[config.mk]
export PLATFORM = sky130hd
export DESIGN_NAME = ctt_ram
export DESIGN_NICKNAME = d
export VERILOG_FILES = /design/src/hw/rtl/ctt_ram.sv
export SDC_FILE = /design/constraint.sdc
export NUM_CORES = 1
export LEC_CHECK = 0
export ABC_AREA = 1
export BUFFER_PORTS_ARGS = -buffer_cell sky130_fd_sc_hd__buf_2
export CAP_MARGIN = 20
export CORE_ASPECT_RATIO = 0.9
export CORE_UTILIZATION = 32
export CTS_CLUSTER_SIZE = 28
export DETAILED_ROUTE_END_ITERATION = 12
export PLACE_DENSITY_LB_ADDON = 0.3
export SLEW_MARGIN = 20
export SYNTH_ARGS = -nofsm -noshare
export SYNTH_HDL_FRONTEND = slang
export SYNTH_SLANG_ARGS = --single-unit
[constraint.sdc]
create_clock -name clk -period 5.34 [get_ports clk]
set_input_delay 0.534 -clock clk [delete_from_list [all_inputs] [get_ports clk]]
set_output_delay 0.534 -clock clk [all_outputs]
set_load 0.05 [all_outputs]
[src/hw/rtl/ctt_ram.sv]
`timescale 1ns / 1ps
module ctt_ram #(
	parameter int WIDTH = 32,
	parameter int DEPTH = 16,
	localparam int AW = (DEPTH > 1) ? $clog2(DEPTH) : 1
) (
	input  logic             clk,
	input  logic             wr_en,
	input  logic [AW-1:0]    wr_addr,
	input  logic [WIDTH-1:0] wr_data,
	input  logic             rd_en,
	input  logic [AW-1:0]    rd_addr,
	output logic [WIDTH-1:0] rd_data
);

	logic [WIDTH-1:0] mem [DEPTH];

	// Write port, registered read port that holds between reads
	always_ff @(posedge clk) begin
		if (wr_en) mem[wr_addr] <= wr_data;
		if (rd_en) rd_data <= mem[rd_addr];
	end

endmodule

==> results.toml <==
[flow_run]
max-cap-violations = 0

[die]
dieHeight_um = 256.6
dieArea_um2 = 73110
num_io_pins = 75
rows = 92
die_x_um = 284.9
core_um2 = 70680
initial_core_util = 0.3261

[detailed_routing]
routed-wl-met2_um = 26540
met3_length_um = 3389
via_per_inst = 4.598
dr.first_iter.drc_count = 1295
drc = 0
vias = 14550
top_layer = "met5"
wl_per_cell_um = 18.42
drt-met1-wl_um = 26990
routed_wl_um = 58270
postRouteAntennaNets = 0
dr.pass1.iters = 5

[setup_path]
startpoint_type = "input pin"
critPathBufInv = 3
r2r_setup_slack_ns = 4.07
max_stage_delay_ns = 0.69
cpMostUsedCell = "nand2_1"
timing.rr.start = "mem[13][12]"
critPathRequiredTime_ns = 5.67
cp_max_fo = 156
critPathTopFamily = "buffers and inverters"
critPathSlowestCell = "buf_8"
r2r-end = "rd_data[12]"
crit_path_end_kind = "flip-flop"
arrival_ns = 2.95
path_cells = "buf_8 > inv_6 > buf_12 > nand2_1 > nand2_1 > nand2_1 > nand3_1 > nand3_1 > nand2_1"
rr_worst_depth = 6
critPathKind = "input pin to flip-flop"

[global_route]
grt_antenna_before_repair = 4
grt_remaining_overflow = 0
grtUsageTotal = 0.1602
grt_max_degree = 157
grt_pass1_wl_um = 87580
grt_pass1_vias = 14120

[placed_design]
dp_cells = 3060
globalplace.congestion = 0.7292
place_hpwl_um = 28950
port_buffers = 74

[status]
run_status = "finished clean"

[clocking]
postCtsSetupRepairBufs = 0
path_clk_slew_ns = 0.06
holdBufCountCts = 0
clock_sinks = 544
tritoncts = "yes"
clockRootBuffer = "clkbuf_16"
cts_buffers = 55
cts_buffer_depth = 3
postCtsResizedCells = 0
htree_levels = 2
clk_latency_ns = 0.62

[timing]
setup-violations-final = 0
fmax_mhz = 381.3
fin_skew_ns = 0.03259
fin_crit_sh = 0.4911
drv_slew = 0
fin_crit_ns = 2.622
rsz0062_at_grt = "no"
final.setup.tns_ns = 0
max_slew_margin = 0.2390
tightest_slew_ns = 1.140
hold_viol = 0

[min_path]
hp-start = "wr_data[3]"
hold_path.class = "input pin to flip-flop"
holdPathStages = 1
worstHoldEndpoint = "mem[0][3]"

[synth]
synth.avg_cell_area_um2 = 10.87
ys_ff_latch = 544
syn-cell-area_um2 = 23050
syn-instance-count = 2120
ys_seq_area_frac = 0.7087
syn-num-nets = 2163
synth_cell_types = 14
yosys_warnings = 0

[cells_and_area]
fin_cells = 3164
area_delta_synth_final_pct = 13.40
final_nets = 2220
final_cell_mix = "nand2_1, edfxtp_1, inv_1"
layout_commonest_cell = "nand2_1"
drive_gt1_frac = 0.09312

[pwr]
max-vdd-ir-drop_mv = 0.2627
p_leak_uw = 0.01088
p_per_area_nw_per_um2 = 353.7
==> registers in the layout, indices dropped and copies added, names as in the netlist <==
| register | cells |
|---|---|
| mem | 512 |
| rd_data | 32 |
==> area by class of cell <==
class                   instances  area [um^2]
inverters                     390         1471
well taps                     940         1176
clock inverters                41        359.1
multi-input cells            1081         4667
clock buffers                  62         1403
flip-flops and latches        544        16340
diodes                          1        2.502
fillers                      6909        44540
repair buffers                105        724.4
==> cells by family (layout without fill, tap and decap cells) <==
logic type,count (synthesis),in the layout,share of synthesized area
buf+inv,495,598,0.09407
flops,544,544,0.7087
other cells,0,1,0
simple gates,1081,1081,0.1973
==> how the worst max path moves through the flow <==
stage	start	end	cells past startpoint
finish	rd_addr[0]	rd_data[19]	9
global route	rd_addr[0]	rd_data[19]	9
CTS	rd_addr[0]	rd_data[2]	8
detailed placement	rd_addr[0]	rd_data[2]	8
global placement	rd_addr[0]	rd_data[2]	8
floorplan	wr_addr[2]	mem[10][0]	2
==> layer usage <==
metal  up-vias  global-route usage
met5         -                   0
li1       7000                   -
met1      7044              0.2244
met2       405              0.2576
met4         4             0.04501
met3        96             0.02411
==> synth_stat cells (all sizes together) <==
cell type,number,share of area
nand3,385,0.084
nand3b,2,0.00065
buf,91,0.028
edfxtp,544,0.71
nor2,17,0.0028
nand2,677,0.11
inv,390,0.064
clkbuf,14,0.0023
==> per-stage QoR <==
step	utilization	worst slack (ns)	hold slack (ns)	power, uW	instance area [um^2]
2_1_floorplan	-	2.813	0.6329	5322	23050
4_1_cts	0.3697	2.564	0.2458	9339	26130
3_5_place_dp	0.3448	1.929	0.7103	5540	24370
5_1_grt	0.3698	2.514	0.2685	9544	26140
6_report	0.3698	2.718	0.2793	9246	26140
3_3_place_gp	0.3432	1.951	0.7145	5527	24260
==> power breakdown <==
group          total (uW)  internal, uW  switching (uW)
sequential           4840          4810            27.2
combinational         605           146             459
clock                3800          2180            1630
total                9250          7130            2110
No activity file was read; power rests on OpenSTA's default activity.
