[config.mk]
export PLATFORM = sky130hd
export DESIGN_NAME = ctt_div
export DESIGN_NICKNAME = d
export VERILOG_FILES = /design/src/hw/rtl/ctt_pkg.sv /design/src/hw/rtl/ctt_div.sv
export SDC_FILE = /design/constraint.sdc
export NUM_CORES = 1
export LEC_CHECK = 0
export BUFFER_PORTS_ARGS = -buffer_cell sky130_fd_sc_hd__buf_2
export CELL_PAD_IN_SITES_DETAIL_PLACEMENT = 1
export CELL_PAD_IN_SITES_GLOBAL_PLACEMENT = 1
export CORE_UTILIZATION = 41
export CTS_BUF_LIST = sky130_fd_sc_hd__clkbuf_4 sky130_fd_sc_hd__clkbuf_8 sky130_fd_sc_hd__clkbuf_16
export DETAILED_ROUTE_END_ITERATION = 12
export PLACE_DENSITY = 0.86
export SYNTH_ARGS = -nofsm -noshare
export SYNTH_HDL_FRONTEND = slang
export SYNTH_SLANG_ARGS = --single-unit
[constraint.sdc]
create_clock -name clk -period 3.4 [get_ports clk]
set_input_delay 0.17 -clock clk [delete_from_list [all_inputs] [get_ports clk]]
set_output_delay 0.17 -clock clk [all_outputs]
set_load 0.005 [all_outputs]
[src/hw/rtl/ctt_pkg.sv]
`timescale 1ns / 1ps
package ctt_pkg;

	// Defaults for the top-level parameters
	localparam int TASK_SLOTS_DEF        = 15;
	localparam int STAT_LEVELS_DEF       = 16;
	localparam int HISTORY_PER_LEVEL_DEF = 16;

	// Field widths
	localparam int CMD_W     = 2;
	localparam int TIME_W    = 32;
	localparam int SLOT_IN_W = 4;
	localparam int WORK_W    = 32;
	localparam int TARGET_W  = 5;
	localparam int RUNNING_W = 4;
	localparam int STATUS_W  = 2;

	// Statistics widths
	localparam int CNT_W   = 9;
	localparam int SUM_W   = 32;
	localparam int RATE_W  = 24;
	localparam int INTEG_W = 64;
	localparam int FRAC_W  = 16;
	localparam logic [CNT_W-1:0] CNT_MAX = '1;

	// Divider widths
	localparam int DIV_N_W  = 64;
	localparam int DIV_D_W  = 32;
	localparam int DIV_IT_W = 7;

	// APB port
	localparam int PADDR_W = 3;
	localparam int PDATA_W = 32;
	localparam logic REG_INITIAL_TARGET = 1'b0;

	// Target limits
	localparam logic [TARGET_W-1:0] TARGET_MIN   = 5'd2;
	localparam logic [TARGET_W-1:0] TARGET_MAX   = 5'd16;
	localparam logic [TARGET_W-1:0] TARGET_RESET = 5'd2;

	typedef enum logic [CMD_W-1:0] {
		CMD_START  = 2'd0,
		CMD_FINISH = 2'd1,
		CMD_QUERY  = 2'd2,
		CMD_NONE   = 2'd3
	} cmd_t;

	typedef enum logic [STATUS_W-1:0] {
		ST_OK          = 2'd0,
		ST_START_BUSY  = 2'd1,
		ST_FINISH_IDLE = 2'd2
	} status_t;

	typedef struct packed {
		logic [TIME_W-1:0]  start_time;
		logic [INTEG_W-1:0] integ;
	} slot_entry_t;

	typedef struct packed {
		logic [CNT_W-1:0] cnt;
		logic [SUM_W-1:0] sum;
	} lvl_entry_t;

	typedef struct packed {
		logic                start;
		logic [DIV_N_W-1:0]  dividend;
		logic [DIV_D_W-1:0]  divisor;
		logic [DIV_IT_W-1:0] iters;
	} div_req_t;

	typedef struct packed {
		logic               done;
		logic [DIV_N_W-1:0] quotient;
		logic [DIV_D_W-1:0] remainder;
	} div_rsp_t;

	function automatic logic [TARGET_W-1:0] clamp_target(input logic [TARGET_W-1:0] v);
		logic [TARGET_W-1:0] r;
		r = v;
		if (v < TARGET_MIN) r = TARGET_MIN;
		else if (v > TARGET_MAX) r = TARGET_MAX;
		return r;
	endfunction

endpackage

[src/hw/rtl/ctt_div.sv]
`timescale 1ns / 1ps
module ctt_div (
	input  logic              clk,
	input  logic              arst_n,
	input  ctt_pkg::div_req_t req,
	output ctt_pkg::div_rsp_t rsp
);
	import ctt_pkg::*;

	logic                busy_q;
	logic                done_q;
	logic [DIV_IT_W-1:0] cnt_q;
	logic [DIV_N_W-1:0]  quo_q;
	logic [DIV_D_W-1:0]  rem_q;
	logic [DIV_D_W-1:0]  dvs_q;
	logic [DIV_D_W:0]    trial;
	logic                ge;

	// One restoring step: shift in the next dividend bit, subtract if it fits
	assign trial = {rem_q, quo_q[DIV_N_W-1]};
	assign ge    = trial >= {1'b0, dvs_q};

	always_ff @(posedge clk or negedge arst_n) begin
		if (!arst_n) begin
			busy_q <= 1'b0;
			done_q <= 1'b0;
			cnt_q  <= '0;
		end else if (req.start) begin
			busy_q <= 1'b1;
			done_q <= 1'b0;
			cnt_q  <= req.iters;
		end else if (busy_q) begin
			cnt_q <= cnt_q - 1'b1;
			if (cnt_q == DIV_IT_W'(1)) begin
				busy_q <= 1'b0;
				done_q <= 1'b1;
			end
		end else begin
			done_q <= 1'b0;
		end
	end

	// Quotient and remainder; the dividend comes in aligned to the top bit
	always_ff @(posedge clk) begin
		if (req.start) begin
			quo_q <= req.dividend;
			rem_q <= '0;
			dvs_q <= req.divisor;
		end else if (busy_q) begin
			quo_q <= {quo_q[DIV_N_W-2:0], ge};
			rem_q <= ge ? DIV_D_W'(trial - {1'b0, dvs_q}) : DIV_D_W'(trial);
		end
	end

	assign rsp.done      = done_q;
	assign rsp.quotient  = quo_q;
	assign rsp.remainder = rem_q;

endmodule

==> out/qor.yml <==
status: "finished, final reports clean"
rsz0062_at_grt: "false"
worstSetupEndpoint: "rem_q[22]"
tightest_slew_ns: 0.525
cellPowerDensity_nw_per_um2: 727
vias_per_cell: 5.28
grt_pass1_vias: 6369
cp_data_arrival_time_ns: 3.42
drt_wl_total_um: 21900
port_buffers: 202
crit_fanout: 3
grt_usage_pct: 24.0
dieArea_um2: 18900
clk_pin_slew_ns: 0.07
max-slew-margin-rel_pct: 64.5
ys_seq_area_share_pct: 49.9
antenna_found_initial: 2
vdd_drop_max_uv: 445
finalClockSkew_ns: 0.0205
tns_ns: 0
cts_buffer_depth: 2
nFillCells: 1988
p_leak_nw: 4.27
stdcell_count: 1148
startpoint_type: "flop"
dp_cells: 1075
synth.distinct_cells: 68
yosysWarnings: 0
r2r_setup_slack_ns: 0.32
cts_tree: "done"
ys_ff_latch: 137
syn_nets: 808
grt_max_degree: 75
drv_slew: 0
grt_util_met1_pct: 26.9
crit_path_end_kind: "flop"
cts_made_buffers: 17
cts_sinks: 137
place.gp.congestion: 0.887
hold_viol_final: 0
synth_top_area_share_pct: 38.4
finalCritPeriodShare_pct: 90.5
synthArstFlopShare_pct: 6.57
period_minus_slack_ns: 3.08
reg2reg_from: "quo_q[63]"
r2r-end: "rem_q[22]"
overflow: 0
insertion_delay_ns: 0.43
cts_setup_buffers: 0
drc_errors: 0
hold_path_depth: 2
die_h_um: 137
area_growth_pct: 28.8
htree_levels: 4
post_drt_wl_per_cell_um: 19.0
drtIter0Drc: 272
ant_nets: 0
final_nets: 1046
synthTopCellsByArea: "edfxtp_1 (38%), mux2_2 (9.9%), dfxtp_1 (8.5%), ha_1 (5.7%), mux2i_1 (3.1%)"
yosysTopAreaCell: "edfxtp_1"
postSynthCellCount: 667
met2_usage_pct: 42.8
drt-pass1-iter-count: 4
num_vias: 6066
crit_start: "quo_q[63]"
cts_root_buffer: "clkbuf_16"
synth_edf_count: 96
grt_use_met3_pct: 7.62
busiest_layer: "met2"
worstSetupPathType: "flop to flop"
finalSetupViolCount: 0
hold_class: "input port to flop"
rows: 49
cap_violations: 0
ioPinCount: 203
synth_flop_cell: "edfxtp_1"
start_util_pct: 41.8
dp_hpwl_um: 16100
required_ns: 3.74
syn_area_um2: 7510
grt_pass1_wl_um: 33900
reg2reg_depth: 12
total_power_w: 0.00703
drive_gt1_share_pct: 35.9
core_area_um2: 18000
syn_area_per_cell_um2: 11.3
fmax_ghz: 0.325
die_x_um: 137
[sequential cells by signal, summed over array words and instances (netlist names)]
signal	count
done_q	1
busy_q	1
rem_q	32
quo_q	64
dvs_q	32
cnt_q	7
[worst min-delay path by stage]
stage | from | to
6_report | req[86] | quo_q[47]
5_1_grt | req[64] | quo_q[25]
4_1_cts | req[64] | quo_q[25]
3_5_place_dp | arst_n | cnt_q[2]
3_3_place_gp | arst_n | cnt_q[2]
2_1_floorplan | arst_n | busy_q
[through the flow]
stage	area (µm²)	worst slack, ns	util, %	hold WS [ns]
global placement	8710	0.475	48.5	0.0282
global route	9670	0.0964	53.8	0.0162
CTS	9670	0.317	53.8	0.0171
finish	9670	0.321	53.8	0.0344
detailed placement	8710	0.333	48.5	0.0403
floorplan	7510	0.662	-	-0.126
[critical path, cell delays in order (launching register included)]
cell,delay (ns)
edfxtp_1,0.39
inv_1,0.09
ha_1,0.24
fa_1,0.25
nor2b_1,0.07
o31a_1,0.27
o31a_1,0.29
o31ai_2,0.39
a21oi_1,0.20
a21boi_0,0.29
xnor2_1,0.18
mux2i_1,0.10
a211oi_1,0.25
[cell usage after synthesis (6+ instances only)]
cell,n
nor3_1,8
edfxtp_1,96
dfrtp_1,9
nand2_1,49
clkbuf_1,18
nand3_1,11
ha_1,34
a21oi_1,37
o21ai_0,27
a211oi_1,24
xnor2_1,19
a21o_1,7
inv_1,46
mux2i_1,23
mux2_2,66
nor2_1,48
xor2_1,12
buf_2,6
dfxtp_1,32
[report_power, final]
group / leakage, nW / internal (W) / total [W] / switching, W
logic: 2.65 / 0.00130 / 0.00287 / 0.00157
clock network: 0.263 / 0.000962 / 0.00178 / 0.000817
registers: 1.36 / 0.00212 / 0.00238 / 0.000265
[routing by layer]
metal	wire [µm]	part of all wire [%]
met1	8810	40
met2	11200	51
met3	1420	6.5
met4	450	2.1
met5	17	0.078
[layout make-up]
cell class	instances	area (µm²)	share of cell area [%]
antenna	2	5.00	0.0517
clock buffer	17	425	4.40
clock inverter	14	130	1.35
inverter	46	173	1.79
multi-input combinational	452	3410	35.2
sequential	137	3750	38.8
tap	229	287	2.96
timing repair buffer	251	1490	15.4
[cell families (layout without fill, tap and decap cells)]
| family | count (synthesis) | after routing | synth area share (%) |
|---|---|---|---|
| other | 0 | 2 | 0 |
| xor gates and xnor gates | 31 | 31 | 3.61 |
| DFF | 137 | 137 | 49.9 |
| and+or+nand+nor | 152 | 152 | 9.71 |
| muxes | 89 | 89 | 13.0 |
| buffers and inverters | 78 | 328 | 4.71 |
| adders and majority gates | 35 | 35 | 5.93 |
| AOI/OAI and AO/OA | 145 | 145 | 13.2 |
[layout by cell type (no fill, tap or decap), types with 7 or more instances in the layout]
master	count
buf_2	201
edfxtp_1	96
mux2_2	66
nand2_1	49
nor2_1	48
inv_1	45
dlygate4sd3_1	40
a21oi_1	37
ha_1	34
dfxtp_1	32
o21ai_0	27
a211oi_1	24
mux2i_1	23
xnor2_1	19
clkbuf_16	17
xor2_1	12
nand3_1	11
buf_4	9
nor3_1	8
dfrtp_1	8
a21o_1	7
[what timing repair did]
action                                  in CTS  in global routing
hold endpoints to repair                    48                  0
hold buffers                                40                  0
gates resized for setup                      0                  0
endpoints found under the setup margin       0                  0
Note: power is estimated with default switching activity, not from simulation.
